$ cat config.mk
export PLATFORM = sky130hd
export DESIGN_NAME = fphs_mul
export DESIGN_NICKNAME = d
export VERILOG_FILES = /design/src/rtl/fphs_pkg.sv /design/src/rtl/fphs_mul.sv
export SDC_FILE = /design/constraint.sdc
export NUM_CORES = 2
export LEC_CHECK = 0
export BUFFER_PORTS_ARGS = -buffer_cell sky130_fd_sc_hd__buf_2
export CELL_PAD_IN_SITES_DETAIL_PLACEMENT = 0
export CELL_PAD_IN_SITES_GLOBAL_PLACEMENT = 1
export CORE_MARGIN = 3
export CORE_UTILIZATION = 40
export DETAILED_ROUTE_END_ITERATION = 8
export PLACE_DENSITY_LB_ADDON = 0.2
export SKIP_LAST_GASP = 1
export SLEW_MARGIN = 15
export SYNTH_ARGS = -nofsm -noshare
export SYNTH_HDL_FRONTEND = slang
export SYNTH_SLANG_ARGS = --single-unit
export TNS_END_PERCENT = 30
$ cat constraint.sdc
create_clock -name clk_i -period 36.8 [get_ports clk_i]
set_input_delay 9.2 -clock clk_i [delete_from_list [all_inputs] [get_ports clk_i]]
set_output_delay 9.2 -clock clk_i [all_outputs]
set_load 0.05 [all_outputs]
$ cat src/rtl/fphs_pkg.sv
// Shared types, constants and saturating helpers for the four-point
// homography solver. No dependencies.
package fphs_pkg;

  localparam int unsigned Rows  = 8;
  localparam int unsigned Cols  = 9;
  localparam int unsigned Words = 16;

  // Kind of one output word of the transposed 4x4 matrix
  typedef enum logic [1:0] {
    WK_ZERO   = 2'd0,
    WK_MATRIX = 2'd1,
    WK_ONE    = 2'd2
  } word_kind_e;

  typedef struct packed {
    word_kind_e  kind;
    logic [2:0]  row;
  } word_src_t;

  // Map an output word position onto its source row of the solution column
  function automatic word_src_t word_src(input logic [3:0] w);
    word_src_t s;
    s.kind = WK_MATRIX;
    s.row  = 3'd0;
    case (w)
      4'd0:    s.row = 3'd0;
      4'd1:    s.row = 3'd3;
      4'd3:    s.row = 3'd6;
      4'd4:    s.row = 3'd1;
      4'd5:    s.row = 3'd4;
      4'd7:    s.row = 3'd7;
      4'd12:   s.row = 3'd2;
      4'd13:   s.row = 3'd5;
      4'd15:   s.kind = WK_ONE;
      default: s.kind = WK_ZERO;
    endcase
    return s;
  endfunction

  // Magnitude of a signed 64-bit value; the most negative value maps to 2^63
  function automatic logic [63:0] mag_of(input logic [63:0] v);
    return v[63] ? (64'd0 - v) : v;
  endfunction

  // Apply a sign to a magnitude, saturating at the signed 64-bit range
  function automatic logic [63:0] from_mag(input logic [63:0] mag, input logic neg);
    logic [63:0] r;
    if (neg) begin
      r = mag[63] ? 64'h8000_0000_0000_0000 : (64'd0 - mag);
    end else begin
      r = mag[63] ? 64'h7FFF_FFFF_FFFF_FFFF : mag;
    end
    return r;
  endfunction

  // Saturating a - b
  function automatic logic [63:0] sat_sub(input logic [63:0] a, input logic [63:0] b);
    logic [64:0] d;
    logic [63:0] r;
    d = {a[63], a} - {b[63], b};
    if (d[64] != d[63]) begin
      r = d[64] ? 64'h8000_0000_0000_0000 : 64'h7FFF_FFFF_FFFF_FFFF;
    end else begin
      r = d[63:0];
    end
    return r;
  endfunction

  // Saturating left shift of a narrow signed value into 64 bits
  function automatic logic [63:0] sat_shl(input logic signed [32:0] v, input int unsigned sh);
    logic [32:0] m;
    logic [63:0] m64;
    logic [63:0] lim;
    logic [63:0] r;
    m   = v[32] ? (33'd0 - v) : v;
    m64 = {31'd0, m};
    lim = 64'h7FFF_FFFF_FFFF_FFFF >> sh;
    if (m64 > lim) begin
      r = v[32] ? 64'h8000_0000_0000_0000 : 64'h7FFF_FFFF_FFFF_FFFF;
    end else begin
      r = v[32] ? (64'd0 - (m64 << sh)) : (m64 << sh);
    end
    return r;
  endfunction

endpackage

$ cat src/rtl/fphs_mul.sv
// Fixed-point multiplier: 64x64 magnitude product from four 32x32 partial
// products, round half away from zero, saturate. Uses fphs_pkg.
module fphs_mul #(
  parameter int unsigned COEFF_FRAC_BITS = 40
) (
  input  logic        clk_i,
  input  logic        rst_ni,
  input  logic        start_i,
  input  logic [63:0] a_i,
  input  logic [63:0] b_i,
  output logic        done_o,
  output logic [63:0] p_o
);

  logic [63:0]  x_q, y_q;
  logic         neg_q;
  logic [127:0] acc_q;
  logic [2:0]   step_q;
  logic         busy_q;
  logic         done_q;
  logic [63:0]  p_q;

  logic [31:0]  xs, ys;
  logic [63:0]  pp;
  logic [127:0] pp_sh;
  logic [127:0] rsum;
  logic [63:0]  rmag;
  logic         rovf;

  // Select one partial product per step
  always_comb begin
    xs    = step_q[0] ? x_q[63:32] : x_q[31:0];
    ys    = step_q[1] ? y_q[63:32] : y_q[31:0];
    pp    = {32'd0, xs} * {32'd0, ys};
    pp_sh = {64'd0, pp} << (7'd32 * ({6'd0, step_q[0]} + {6'd0, step_q[1]}));
    rsum  = acc_q + (128'd1 << (COEFF_FRAC_BITS - 1));
    rmag  = rsum[COEFF_FRAC_BITS + 63 : COEFF_FRAC_BITS];
    rovf  = |rsum[127 : COEFF_FRAC_BITS + 64];
  end

  // Step control: count through the partial-product steps, then flag done
  always_ff @(posedge clk_i or negedge rst_ni) begin
    if (!rst_ni) begin
      busy_q <= 1'b0;
      done_q <= 1'b0;
      step_q <= 3'd0;
    end else begin
      done_q <= 1'b0;
      if (start_i) begin
        busy_q <= 1'b1;
        step_q <= 3'd0;
      end else if (busy_q) begin
        if (step_q == 3'd4) begin
          busy_q <= 1'b0;
          done_q <= 1'b1;
        end else begin
          step_q <= step_q + 3'd1;
        end
      end
    end
  end

  // Datapath registers
  always_ff @(posedge clk_i) begin
    if (start_i) begin
      x_q   <= fphs_pkg::mag_of(a_i);
      y_q   <= fphs_pkg::mag_of(b_i);
      neg_q <= a_i[63] ^ b_i[63];
      acc_q <= '0;
    end else if (busy_q) begin
      if (step_q == 3'd4) begin
        p_q <= rovf ? (neg_q ? 64'h8000_0000_0000_0000 : 64'h7FFF_FFFF_FFFF_FFFF)
                    : fphs_pkg::from_mag(rmag, neg_q);
      end else begin
        acc_q <= acc_q + pp_sh;
      end
    end
  end

  assign done_o = done_q;
  assign p_o    = p_q;

`ifndef NO_ASSERTIONS
  a_no_restart: assert property (@(posedge clk_i) disable iff (!rst_ni)
    busy_q |-> !start_i) else $error("multiplier restarted while busy");
  a_step_range: assert property (@(posedge clk_i) disable iff (!rst_ni)
    busy_q |-> step_q <= 3'd4) else $error("multiplier step out of range");
  a_done_once: assert property (@(posedge clk_i) disable iff (!rst_ni)
    done_q |-> !busy_q) else $error("multiplier done while busy");
`endif

endmodule

==> impl_results.rst <==
.. list-table::
   :header-rows: 1

   * - Metric
     - Value
   * - Run status
     - completed
   * - Routed wire length on met2
     - 99500 um
   * - Iter 0 DRT Violations
     - 4954
   * - Worst setup SP type
     - flip-flop
   * - Routed wire length per instance
     - 25.4 um
   * - Most instantiated library cell after synthesis
     - inv_1
   * - Horiz. Die Dim
     - 394 um
   * - Most instantiated flip-flop cell in the synthesis netlist
     - edfxtp_1
   * - Synthesized area per cell
     - 8.39 um2
   * - Wire length of the first global-routing pass
     - 344000 um
   * - Final min period
     - 15.06 ns
   * - Number of port buffers
     - 195
   * - Core Rows
     - 141
   * - Maximum number of pins on one net before global-route repair
     - 71
   * - Via density per instance
     - 5.70
   * - Total congestion overflow
     - 0
   * - Critical path peak fanout
     - 40
   * - GRT Total Usage
     - 29.7%
   * - DPL Wire Length
     - 187000 um
   * - CTS max path bufs
     - 3
   * - Count of non-filler cells in the finished layout
     - 9206
   * - Post-Route M1 WL
     - 103000 um
   * - Filler Cells Inserted
     - 15050
   * - Critical hold path startpoint
     - acc_q[33]$_SDFFE_PP0P_
   * - Worst min-delay path category
     - reg -> reg
   * - Launching element of the worst setup path
     - step_q[0]$_DFFE_PN0P_
   * - Post-synth top area cell
     - fa_1
   * - Total via count in the routed design
     - 52491
   * - Nets
     - 8587
   * - Number of instances in the placed design
     - 9118
   * - Count of nets left with antenna violations after detail routing
     - 0
   * - Post-Synthesis Net Count
     - 8589
   * - Number of synthesized register bits
     - 326
   * - I/O pin count
     - 196
   * - Remaining routing DRC violations
     - 0
   * - Floorplan core area
     - 0.149 mm2
   * - Slew at the pin closest to its max-slew limit
     - 1.18 ns
   * - Post-CTS resize count
     - 0
   * - Most area-consuming cells after synthesis
     - fa_1, edfxtp_1, ha_1
   * - Floorplan die height
     - 394 um
   * - Count of warnings emitted by yosys
     - 0
   * - Final wirelength
     - 234000 um
   * - Post-route cell area
     - 0.0651 mm2
   * - Count of maximum capacitance violations
     - 0
   * - Post-synth design cell area
     - 0.0601 mm2
   * - Post-synthesis sequential area ratio
     - 14.1%
   * - Clock-pin slew on the worst setup and hold paths
     - 0.06 ns
   * - Path type of the worst setup path
     - reg -> reg
   * - Sequential cell area
     - 0.00849 mm2
   * - Starting utilization of the core area
     - 40.5%
   * - Final Hold Vio Count
     - 0
   * - Cell repeated most along the worst path
     - fa_1
   * - Clock root buffer
     - clkbuf_16
   * - Layout cell share with drive strength beyond 1
     - 7.78%
   * - Number of CTS-inserted buffers
     - 45
   * - Source of the worst register-to-register timing path
     - step_q[0]$_DFFE_PN0P_
   * - Required time of the worst setup path
     - 37.39 ns
   * - Rel. slew slack
     - 19.4%
   * - Area enclosed by the die boundary
     - 0.155 mm2
   * - Number of setup buffers added after CTS
     - 0
   * - Post-place instance area
     - 0.0634 mm2
   * - Detailed route wirelength on metal3
     - 22200 um
   * - RSZ-0062 raised after global routing
     - false
   * - Number of buffers inserted for hold repair after clock tree synthesis
     - 0
   * - Setup violators final
     - 0
   * - CTS tree
     - done
   * - Crit path max-delay cell type
     - dfrtp_4
   * - Area Growth Syn to Fin
     - 8.19%
   * - Area fraction of the dominant cell type after synthesis
     - 29.9%
   * - Initial antenna violation count
     - 21
   * - Clk sink count
     - 326
   * - Count of flip-flops with a built-in enable after synthesis
     - 193
   * - Gate Count Post-Synth
     - 7165
   * - Achievable clock frequency
     - 0.0664 GHz
   * - Cell variety after synth
     - 97
   * - Final cycle utilization of the critical path
     - 40.9%
   * - Crit path capture type
     - flip-flop
   * - List of most frequent post-synthesis cells
     - inv_1, nand2_1, fa_1, nor2_1, ha_1
   * - Setup Total Neg Slack
     - 0 ns
   * - Source-to-sink clock delay at the later pin of the worst-skew pair
     - 0.67 ns
   * - Top Metal Used
     - met5
   * - Max-slew violation count
     - 0
   * - Clock Skews
     - 0.0645 ns
   * - Critical path's largest stage delay
     - 0.93 ns
   * - H-tree depth
     - 2
   * - Detailed-router iteration count before antenna repair
     - 6
   * - CP arrival
     - 15.65 ns
   * - Share of flip-flops with an asynchronous set or reset
     - 1.53%
   * - Final estimated routing congestion in global placement
     - 0.941
   * - Area occupied by multi-input gates
     - 0.0467 mm2
   * - Vias in the first global route
     - 51616
[cell families after synthesis]
| family | after synthesis | share of synthesized area (%) |
|---|---|---|
| simple gates | 2408 | 17.8 |
| buf+inv | 1388 | 8.74 |
| fa+ha+maj | 1293 | 38.1 |
| compound gates | 1200 | 12.8 |
| xor+xnor | 394 | 5.74 |
| flops | 326 | 14.1 |
| mux | 156 | 2.74 |
[state kept, by name, summed over array words and instances, names as in the netlist]
register  cells
p_o          64
x_q          64
done_o        1
neg_q         1
y_q          64
step_q        3
acc_q       128
busy_q        1
[worst paths after layout]
path	cells past startpoint	slack [ns]	to
max reg2reg	39	21.74	acc_q[126]$_SDFFE_PP0P_
min	2	0.46	acc_q[33]$_SDFFE_PP0P_
max in group asynchronous	1	28.14	step_q[0]$_DFFE_PN0P_
min reg2reg	2	0.46	acc_q[33]$_SDFFE_PP0P_
min in group asynchronous	1	8.39	done_o$_DFF_PN0_
max	39	21.74	acc_q[126]$_SDFFE_PP0P_
[stage by stage]
| stage | utilization [%] | hold WS, ns | setup slack [ns] |
|---|---|---|---|
| 2_1_floorplan | - | 0.432 | 21.93 |
| 3_3_place_gp | 42.7 | 0.444 | 22.16 |
| 3_5_place_dp | 42.7 | 0.452 | 22.09 |
| 4_1_cts | 43.8 | 0.461 | 22.06 |
| 5_1_grt | 43.8 | 0.480 | 21.26 |
| 6_report | 43.8 | 0.459 | 21.74 |
[cells in the final DEF (no fill, tap or decap), drive strengths merged, types with 112 or more instances in the layout]
| cell type | count |
|---|---|
| o21ai | 240 |
| buf | 330 |
| inv | 1014 |
| nor2 | 879 |
| dfxtp | 128 |
| fa | 897 |
| nand2 | 900 |
| ha | 396 |
| xor2 | 112 |
| a21oi | 340 |
| a21o | 151 |
| edfxtp | 193 |
| xnor2 | 282 |
[layer usage]
| metal | GRT usage (%) | vias up |
|---|---|---|
| li1 | - | 23440 |
| met1 | 42.8 | 26554 |
| met2 | 44.0 | 2158 |
| met3 | 6.43 | 335 |
| met4 | 10.1 | 4 |
| met5 | 0 | - |
[critical path: cells and delay by family (launching register included)]
kind / cells / cell delay, ns
buffers and inverters: 5 / 0.76
and+or+nand+nor: 10 / 2.56
adders and majority gates: 10 / 4.62
muxes: 1 / 0.89
DFF: 1 / 0.93
AOI/OAI and AO/OA: 13 / 5.15
[layout make-up]
cell class                 instances  share of cell area (%)
timing repair buffer             330                    3.07
tap                             2002                    3.85
sequential                       326                    13.0
inverter                        1009                    5.82
clock inverter                    26                   0.660
antenna                            5                  0.0192
multi-input combinational       5451                    71.7
clock buffer                      57                    1.82
Power is left out: the tool's default activity adds up to more than one toggle a clock period on the data nets, which glitch-free logic cannot reach.
