$ cat src/rtl/fphs_pkg.sv
// Shared types, constants and saturating helpers for the four-point
// homography solver. No dependencies.
package fphs_pkg;

  localparam int unsigned Rows  = 8;
  localparam int unsigned Cols  = 9;
  localparam int unsigned Words = 16;

  // Kind of one output word of the transposed 4x4 matrix
  typedef enum logic [1:0] {
    WK_ZERO   = 2'd0,
    WK_MATRIX = 2'd1,
    WK_ONE    = 2'd2
  } word_kind_e;

  typedef struct packed {
    word_kind_e  kind;
    logic [2:0]  row;
  } word_src_t;

  // Map an output word position onto its source row of the solution column
  function automatic word_src_t word_src(input logic [3:0] w);
    word_src_t s;
    s.kind = WK_MATRIX;
    s.row  = 3'd0;
    case (w)
      4'd0:    s.row = 3'd0;
      4'd1:    s.row = 3'd3;
      4'd3:    s.row = 3'd6;
      4'd4:    s.row = 3'd1;
      4'd5:    s.row = 3'd4;
      4'd7:    s.row = 3'd7;
      4'd12:   s.row = 3'd2;
      4'd13:   s.row = 3'd5;
      4'd15:   s.kind = WK_ONE;
      default: s.kind = WK_ZERO;
    endcase
    return s;
  endfunction

  // Magnitude of a signed 64-bit value; the most negative value maps to 2^63
  function automatic logic [63:0] mag_of(input logic [63:0] v);
    return v[63] ? (64'd0 - v) : v;
  endfunction

  // Apply a sign to a magnitude, saturating at the signed 64-bit range
  function automatic logic [63:0] from_mag(input logic [63:0] mag, input logic neg);
    logic [63:0] r;
    if (neg) begin
      r = mag[63] ? 64'h8000_0000_0000_0000 : (64'd0 - mag);
    end else begin
      r = mag[63] ? 64'h7FFF_FFFF_FFFF_FFFF : mag;
    end
    return r;
  endfunction

  // Saturating a - b
  function automatic logic [63:0] sat_sub(input logic [63:0] a, input logic [63:0] b);
    logic [64:0] d;
    logic [63:0] r;
    d = {a[63], a} - {b[63], b};
    if (d[64] != d[63]) begin
      r = d[64] ? 64'h8000_0000_0000_0000 : 64'h7FFF_FFFF_FFFF_FFFF;
    end else begin
      r = d[63:0];
    end
    return r;
  endfunction

  // Saturating left shift of a narrow signed value into 64 bits
  function automatic logic [63:0] sat_shl(input logic signed [32:0] v, input int unsigned sh);
    logic [32:0] m;
    logic [63:0] m64;
    logic [63:0] lim;
    logic [63:0] r;
    m   = v[32] ? (33'd0 - v) : v;
    m64 = {31'd0, m};
    lim = 64'h7FFF_FFFF_FFFF_FFFF >> sh;
    if (m64 > lim) begin
      r = v[32] ? 64'h8000_0000_0000_0000 : 64'h7FFF_FFFF_FFFF_FFFF;
    end else begin
      r = v[32] ? (64'd0 - (m64 << sh)) : (m64 << sh);
    end
    return r;
  endfunction

endpackage

$ cat src/rtl/fphs_div.sv
// Fixed-point row divider: (a << F) / p by restoring long division, one
// quotient bit per cycle, rounded half away from zero. Uses fphs_pkg.
module fphs_div #(
  parameter int unsigned COEFF_FRAC_BITS = 40
) (
  input  logic        clk_i,
  input  logic        rst_ni,
  input  logic        start_i,
  input  logic [63:0] a_i,
  input  logic [63:0] p_i,
  output logic        done_o,
  output logic [63:0] q_o
);

  localparam int unsigned NumW = 64 + COEFF_FRAC_BITS;
  localparam int unsigned CntW = $clog2(NumW + 1);

  logic [NumW-1:0] num_q;
  logic [NumW-1:0] quo_q;
  logic [63:0]     rem_q;
  logic [63:0]     d_q;
  logic            neg_q;
  logic [CntW-1:0] cnt_q;
  logic            busy_q;
  logic            done_q;
  logic [63:0]     q_q;

  logic [64:0]     rx;
  logic            take;
  logic [64:0]     rx_sub;
  logic            rnd;
  logic [NumW:0]   qr;
  logic            qovf;

  // One restoring step and the final rounding
  always_comb begin
    rx     = {rem_q, num_q[NumW-1]};
    take   = rx >= {1'b0, d_q};
    rx_sub = rx - {1'b0, d_q};
    rnd    = {rem_q, 1'b0} >= {1'b0, d_q};
    qr     = {1'b0, quo_q} + {{NumW{1'b0}}, rnd};
    qovf   = |qr[NumW:64];
  end

  // Control
  always_ff @(posedge clk_i or negedge rst_ni) begin
    if (!rst_ni) begin
      busy_q <= 1'b0;
      done_q <= 1'b0;
      cnt_q  <= '0;
    end else begin
      done_q <= 1'b0;
      if (start_i) begin
        busy_q <= 1'b1;
        cnt_q  <= CntW'(NumW);
      end else if (busy_q) begin
        if (cnt_q == '0) begin
          busy_q <= 1'b0;
          done_q <= 1'b1;
        end else begin
          cnt_q <= cnt_q - CntW'(1);
        end
      end
    end
  end

  // Datapath
  always_ff @(posedge clk_i) begin
    if (start_i) begin
      num_q <= {fphs_pkg::mag_of(a_i), {COEFF_FRAC_BITS{1'b0}}};
      d_q   <= fphs_pkg::mag_of(p_i);
      neg_q <= a_i[63] ^ p_i[63];
      rem_q <= '0;
      quo_q <= '0;
    end else if (busy_q) begin
      if (cnt_q == '0) begin
        q_q <= qovf ? (neg_q ? 64'h8000_0000_0000_0000 : 64'h7FFF_FFFF_FFFF_FFFF)
                    : fphs_pkg::from_mag(qr[63:0], neg_q);
      end else begin
        num_q <= {num_q[NumW-2:0], 1'b0};
        rem_q <= take ? rx_sub[63:0] : rx[63:0];
        quo_q <= {quo_q[NumW-2:0], take};
      end
    end
  end

  assign done_o = done_q;
  assign q_o    = q_q;

`ifndef NO_ASSERTIONS
  a_no_restart: assert property (@(posedge clk_i) disable iff (!rst_ni)
    busy_q |-> !start_i) else $error("divider restarted while busy");
  a_nonzero_div: assert property (@(posedge clk_i) disable iff (!rst_ni)
    start_i |-> p_i != 64'd0) else $error("divider started with zero pivot");
  a_rem_below: assert property (@(posedge clk_i) disable iff (!rst_ni)
    busy_q && !$rose(busy_q) |-> rem_q < d_q) else $error("remainder not below divisor");
`endif

endmodule

$ cat config.mk
export PLATFORM = sky130hd
export DESIGN_NAME = fphs_div
export DESIGN_NICKNAME = d
export VERILOG_FILES = /design/src/rtl/fphs_pkg.sv /design/src/rtl/fphs_div.sv
export SDC_FILE = /design/constraint.sdc
export NUM_CORES = 1
export LEC_CHECK = 0
export ABC_AREA = 1
export BUFFER_PORTS_ARGS = -buffer_cell sky130_fd_sc_hd__buf_4
export CORE_AREA = 2 2 257 259
export DETAILED_ROUTE_END_ITERATION = 8
export DIE_AREA = 0 0 259 261
export HOLD_SLACK_MARGIN = 0.15
export PLACE_DENSITY_LB_ADDON = 0.12
export SETUP_SLACK_MARGIN = 0.02
export SLEW_MARGIN = 40
export SYNTH_ARGS = -nofsm -noshare
export SYNTH_HDL_FRONTEND = slang
export SYNTH_SLANG_ARGS = --single-unit
$ cat constraint.sdc
create_clock -name clk_i -period 8.25 [get_ports clk_i]
set_input_delay 0.825 -clock clk_i [delete_from_list [all_inputs] [get_ports clk_i]]
set_output_delay 0.825 -clock clk_i [all_outputs]
set_load 0.005 [all_outputs]
==> results by stage, run 1 <==
Critical path:
- The element type at the critical path end is a flop.
- The kind of start point of the critical path is a flop.
- The type of the worst setup path is flop to flop.
- The reg2reg setup slack is 1750 ps.
- In this run the critical register-to-register path is captured at q_o[12].
- The required time at the worst-slack endpoint is 8700 ps.
- The depth of the worst register-to-register path is 26.
- Of all nets on the critical path, the largest fanout is 29.
- The arrival time of the worst setup path is 6950 ps.
- The beginning of the worst register-to-register path is d_q[47].

Drt:
- After detailed routing, the average wire length per cell comes to 19.1 µm.
- The number of design-rule violations left by the first detailed-router iteration is 3111.
- For this run, design rule violations remaining after detail routing come to 0.
- Summing over every cut layer, the via total after detailed routing is 30.6k.
- The first detailed-routing pass took 5 iterations.
- In this run the remaining antenna-violating nets after routing total 0.
- The total detailed-routing wirelength is about 110000 µm.
- After detailed routing, the number of vias per cell comes to between 5 and 6.

GRT:
- The number of antenna violations at the first check in global routing was 6.
- For this run, global-route usage on met1 was measured as 0.469.
- The via count of the first global-routing pass is 28.4k.
- For this run, the total global-route usage over all layers was measured as 0.315.
- The routing usage on met3 is 0.0445.
- The final global-route overflow total is 0.
- In this run the most used layer during global routing was met2.
- The largest net degree at the start of global routing is between 100 and 150.
- In the global route stage, met2 resource usage came out at 0.473.
- The first global-routing pass estimated 167000 µm of wire.

Yosys:
- By instance count, the leading cell after synthesis is nand2_1.
- The gate count of the mapped netlist is about 4.6k.
- After synthesis, the cell types taking the most area are edfxtp_1 (20%), nand2_1 (19%), dfxtp_1 (12%).
- The share of the Yosys chip area taken by registers is 0.325.
- The post-synthesis register bit count is 370.
- The commonest cells after synthesis are nand2_1 (1441), nor2_1 (728), inv_1 (582), nand3_1 (289), edfxtp_1 (193).
- The total nets after synthesis is 4793.
- Yosys mapped a number of flops with a built-in enable equal to 193.
- The count of cell types in the netlist is 48.
- Summing every instance area after synthesis gives 0.0289 mm².
- The cell taking the most area after synthesis is edfxtp_1.
- For this run, the leading register cell type out of synthesis is edfxtp_1.
- The share of flip-flops with an asynchronous set or reset is 0.0243.
- The synthesis warning total is 0.
- The share of the synthesized area in the top cell type is 0.201.
- The mean area per synthesized cell is 6.29 µm².

Floorplanning:
- For this configuration, the core starts out at a cell density of 0.444.
- The core footprint is ~0.065 mm².
- The floorplan has 94 rows.
- The total die area is 0.0676 mm².
- The vertical die dimension is 261 µm.
- The number of top-level design ports is between 150 and 200.
- The floorplan step set the die width to between 200 and 300 µm.

Finish:
- The non-filler instance count after layout is 5640.
- The number of nets in the finished design is between 4k and 5k.
- From synthesis to final layout, the design area changed by 12.9%.
- In the final layout, the share of cells above drive strength 1 is 0.0698.
- The count of filler cells inserted in the layout is 6870.

CTS:
- Clock tree synthesis inserted a total of 45 buffers.
- The clock latency on the worst-skew pair is 600 ps.
- The buffer levels on the longest clock path is 3.
- After clock tree synthesis, the setup repair step added 0 buffers.
- In this run the number of H-tree levels came out at 2.
- After clock tree synthesis, the repair step resized 0 gates.
- The hold buffer count at CTS is 1.
- The clock tree from TritonCTS is built.
- The CTS root buffer is clkbuf_16.
- After clock tree synthesis, the clock-pin slew on the worst setup and hold paths is roughly 60 ps.
- Counting every sink on the clock net gives 370.

STA:
- The final setup violation count is 0.
- Derived from the worst setup path, the maximum achievable clock frequency is approximately 0.15 GHz.
- Setup repair after global routing left no endpoint under its margin.
- Across all setup checks in the final design, the least slack found is 1750 ps.
- The final hold violation count is 0.
- The worst hold slack is 426 ps.
- The final period utilization is 0.788.
- The final sum of negative setup slack is 0 ps.
- The total count of max-transition violations in the final report is 0.
- Headroom to the max-slew limit came out at 0.448.
- The transition time at the pin with the least slew margin is 828 ps.
- The clock period could shrink to 6500 ps.
- On the final layout, the worst clock skew is 30.2 ps.

Worst hold path:
- The startpoint of the worst hold path is p_i[0].
- In this run the worst hold path is classified as input pin to flop.
- The cell count of the worst hold path is 1.
- The hold-critical path endpoint is d_q[0].

Status:
- The run finished with clean final reports.

Place:
- The number of buffers added on ports is 195.
- The global placer's final weighted congestion is 1.03.
- Once detailed placement completed, the half-perimeter wirelength came to 86400 µm.
- The post-placement worst setup slack is 1680 ps.
- After detailed placement, the design holds a cell count of 5552.

Power:
- For this design the static power due to leakage is 14.7 nW.
- The maximum ir drop on the vdd rail is roughly 120 µV.
- For this design the ratio of total power to cell area is between 100 and 150 mW/mm².

Job:
- Across the run, the number of max-cap violations was 0.
==> registers in the layout (all words and copies together), names as in the netlist <==
register / flops
q_o: 64
busy_q: 1
neg_q: 1
done_o: 1
num_q: 64
cnt_q: 7
rem_q: 64
quo_q: 104
d_q: 64
==> layout by cell type (no fill, tap or decap), drive strengths merged, types with 120 or more instances in the layout <==
cell	Yosys	final
edfxtp	193	193
dfxtp	168	168
nand3	291	291
xor2	134	134
inv	587	589
buf	24	214
o21ai	192	192
a21oi	120	120
nor2	744	744
nand2	1447	1447
==> layer usage <==
metal  vias to the layer above  wire length, µm
li1                      15145                -
met5                         -               28
met1                     14125            51200
met3                       139             8620
met2                      1206            45400
met4                         4             2620
==> cell families after synthesis <==
kind of cell,after synthesis,synth area share
fa+ha+maj,72,0.0315
simple gates,2728,0.391
compound gates,537,0.106
flops,370,0.325
xor+xnor,178,0.0540
buf+inv,705,0.0932
==> how the worst max path moves through the flow <==
| stage | startpoint | endpoint | depth (start not counted) |
|---|---|---|---|
| floorplan | start_i | q_o[0] | 3 |
| CTS | d_q[46] | q_o[12] | 25 |
| finish | d_q[47] | q_o[12] | 26 |
| global placement | d_q[46] | q_o[3] | 23 |
| detailed placement | d_q[47] | q_o[45] | 25 |
| global route | d_q[46] | q_o[8] | 28 |
==> power by group <==
part           switching, mW  total, mW  internal (mW)
Combinational          0.343      0.515          0.172
Clock                  0.833       1.93           1.10
Sequential            0.0230       2.04           2.02
==> critical path: stages, from the launching register on <==
cell,delay [ps]
edfxtp_1,320
inv_1,40
ha_1,350
nand2_1,120
nor2_1,160
inv_1,100
nor4_1,570
nand2_1,130
o311ai_0,560
ha_1,320
ha_1,370
nand3_1,170
nor2_4,270
inv_1,120
nor2_1,420
nand2_1,230
nor2_1,210
nand2_1,80
xor2_1,140
nand3_1,90
nor2_1,140
nand3_2,200
nor2_4,510
buf_8,240
buf_4,300
nand2_1,90
nand2_1,90
==> stage by stage <==
stage	utilization	total power, mW	instance area [µm²]
5_1_grt	0.501	4.66	32600
6_report	0.501	4.49	32600
4_1_cts	0.501	4.52	32600
3_3_place_gp	0.478	2.58	31100
2_1_floorplan	-	2.38	28900
3_5_place_dp	0.479	2.59	31100
==> final cells by class <==
cell class                 count  area (µm²)  share of cell area
multi-input combinational   3515       16800               0.517
sequential                   370        9380               0.288
inverter                     589        2210              0.0679
timing repair buffer         216        1660              0.0510
clock buffer                  61        1220              0.0374
tap                          864        1080              0.0332
clock inverter                21         184             0.00564
antenna                        4        10.0            0.000307
(Power assumes the default switching activity.)
==> run 2: changes to the inputs <==
==> constraint.sdc (replaced) <==
create_clock -name clk_i -period 6.2 [get_ports clk_i]
set_input_delay 0.62 -clock clk_i [delete_from_list [all_inputs] [get_ports clk_i]]
set_output_delay 0.62 -clock clk_i [all_outputs]
set_load 0.005 [all_outputs]
==> run 2 against run 1 <==
Against the previous run: die area stayed put; via count shrank 0.44%; power is 37% higher; setup slack got worse by 1300 ps; final cell count increased by 0.28%; design area up 0.83%; clock power grew 42%; highest routed layer unchanged; largest power group is now clock; global-route usage fell by 0.40 points; routed wire length shrank 0.80%; clock-buffer cell count shrank 7; utilization is 0.41 points higher; register-to-register slack worse by 1300 ps.
==> results by stage, run 2 (synthesized netlist as in run 1, its figures left out) <==
STA:
- The final setup violation count is 0 (unchanged).
- The total count of max-transition violations in the final report is 0 (unchanged).
- The final hold violation count is 0 (unchanged).
- The final critical path time including I/O delays and setup is 5730 ps (-768 ps).
- The final period utilization was 0.925 (+0.137).
- The final sum of negative setup slack was 0 ps (unchanged).
- The clock tree skew after final layout came to 26.8 ps (-3.43 ps).
- The worst slew margin relative to its limit is 0.428 (-0.0198).
- The transition time at the pin with the least slew margin is 858 ps (+29.7 ps).
- The fmax is 0.174 GHz (+13%).
- Setup repair after global routing left no endpoint under its margin.

Drt:
- The vias after detailed routing is 30.5k (-0.44%).
- The number of antenna-violating nets in the routed design is 0 (unchanged).
- The per-cell via count in the routed design is 5.39 (-0.72%).
- The DRC violation count after routing was 0 (unchanged).
- The iteration count of the initial detailed-routing pass is 6 (+1).
- The number of design-rule violations left by the first detailed-router iteration was 3059 (-1.7%).
- The average detailed-routed wire length per instance is 18.9 µm (-1.1%).
- The total detailed-routing wirelength was 107000 µm (-0.80%).

Critical path:
- The count of cell instances traversed by the critical path is 30 (+15%).
- The critical-path cell with the highest stage delay is ha_1.
- The maximum cell stage delay along the critical path is 360 ps (-210 ps).
- The gate family responsible for the most delay along the worst path is simple AND/OR/NAND/NOR gates.
- The count of buffer and inverter cells on the critical path is 4 (-1).
- The critical path in this run is classified as flop to flop.
- In this run the worst setup path begins at d_q[24].
- The worst setup path is captured at a flop.
- The required time at the worst-slack endpoint is 6510 ps (-2190 ps).
- The kind of start point of the critical path is a flop.
- The worst register-to-register path begins at d_q[24].
- The worst register-to-register path ends at q_o[20].
- By instance count, the cell type seen most on the critical path is nand2_1.
- The reg2reg setup slack is 470 ps (-1280 ps).
- The arrival time of the worst setup path is 6040 ps (-910 ps).
- The maximum fanout along the worst path is 63 (+120%).
- The depth of the worst register-to-register path came to 30 (+15%).
- The critical path ends at q_o[20].

Floorplanning:
- The effective utilization at floorplan is 0.444 (unchanged).
- The vertical die dimension is 261 µm (unchanged).
- The core footprint is 0.0650 mm² (unchanged).
- The horizontal extent of the die is 259 µm (unchanged).
- The number of top-level design ports is 196 (unchanged).
- The number of rows in the core area was 94 (unchanged).
- The total die area is 0.0676 mm² (unchanged).

GRT:
- met2 is the most crowded layer.
- The largest net degree at the start of global routing came to 123 (+16%).
- The total global-route track usage is 0.311 (-0.00399).
- The met1 track demand over resource is 0.447 (-0.0223).
- The number of antenna violations at the first check in global routing is 13 (+7).
- The routing usage on met3 was 0.0697 (+0.0252).
- The final global-route overflow total came to 0 (unchanged).
- The via count of the first global-routing pass is 28.2k (-0.60%).
- The met2 track demand over resource in global routing is 0.466 (-0.00713).
- The global-route wire length before repair is 164000 µm (-1.7%).

Job:
- The count of maximum capacitance violations is 0 (unchanged).

CTS:
- The clock latency on the worst-skew pair is 590 ps (about the same).
- The clock tree from TritonCTS is built.
- The total setup buffers inserted after CTS is 0 (unchanged).
- The level count of the clock H-tree is 2 (unchanged).
- The clock sink total is 370 (unchanged).
- The clock transition at the registers of the reported paths is 70 ps (about the same).
- The buffer levels on the longest clock path is 3 (unchanged).
- The CTS root buffer is clkbuf_16.
- The number of buffers created by CTS was 44 (-2.2%).

Power:
- The power density over cell area came to 187 mW/mm² (+36%).
- The total power is 6.14 mW (+37%).
- The maximum ir drop on the vdd rail is 210 µV (+74%).
- The static power due to leakage was 14.8 nW (+1.0%).

Finish:
- The count of filler cells inserted in the layout is 6912 (+0.61%).
- The flip-flop count of the largest register after layout is 104 (unchanged).
- The number of nets in the finished design is 4954 (+0.28%).
- Leaving out fill and tap cells, the most frequent cell in the layout is nand2_1.
- The flip-flop and latch area was 0.00938 mm² (unchanged).
- From synthesis to final layout, the design area changed by 13.8%.
- The largest register by flop count is quo_q.
- The fraction of final layout cells with drive strength greater than 1 was 0.0735 (+0.00377).
- Leaving out fill and tap cells, the most frequent cells in the layout are nand2_1 (1438), nor2_1 (727), inv_1 (582).
- The multi-input gate area in the final layout was 0.0168 mm² (about the same).

Place:
- The final HPWL from detailed placement came to 86100 µm (-0.27%).
- The number of buffers added on ports is 195 (unchanged).
- The global placer's final weighted congestion is 1.02 (-0.99%).

Status:
- The run finished with clean final reports.

Worst hold path:
- The path class of the lowest-slack min-delay path is input pin to flop.
-- run 2: cell count changes in the layout (fill, tap and decap cells not counted), sizes merged --
cell      previous run  this run
diode                4         6
buf                214       230
clkbuf              62        54
clkinvlp             4         5
inv                589       590
bufinv               2         6
-- run 2: stage by stage --
stage | hold slack [ps] | setup WS (ps) | instance area (µm²) | util | std cells
floorplan | 324 | 259 | 28900 | - | 4590
global placement | 455 | 590 | 31300 | 0.481 | 5567
detailed placement | 451 | 383 | 31300 | 0.481 | 5568
CTS | 223 | 363 | 32800 | 0.505 | 5650
global route | 231 | 31.1 | 32900 | 0.505 | 5655
finish | 247 | 468 | 32900 | 0.505 | 5656
-- run 2: worst min-delay path by stage --
stage,startpoint,end,depth (start not counted),slack (ps)
detailed placement,rst_ni,cnt_q[4],1,450
floorplan,rst_ni,busy_q,0,320
finish,p_i[0],d_q[0],1,250
global route,p_i[0],d_q[0],1,230
global placement,rst_ni,cnt_q[5],1,450
CTS,p_i[0],d_q[0],1,220
-- run 2: where the power goes --
group	switching (mW)	internal, mW	total (mW)
clock	1.12	1.62	2.74
combinational	0.452	0.229	0.681
sequential	0.0329	2.69	2.72
-- run 2: area by class of cell --
cell class,instances,area share
diodes,6,0.000457
well taps,864,0.0329
clock inverters,27,0.00975
inverters,589,0.0673
flip-flops and latches,370,0.286
repair buffers,231,0.0552
multi-input cells,3515,0.512
clock buffers,54,0.0362
-- run 2: routing by layer --
layer  vias up  wire length [µm]
met5         -               109
met4        10              2940
met3       172              9850
met2      1147             44600
met1     13973             49500
li1      15182                 -
-- run 2: timing repair --
item / CTS / global route
gates resized for setup: 0 / 3
endpoints found under the hold margin: 9 / 0
endpoints found under the setup margin: 0 / 64
hold buffers: 1 / 0
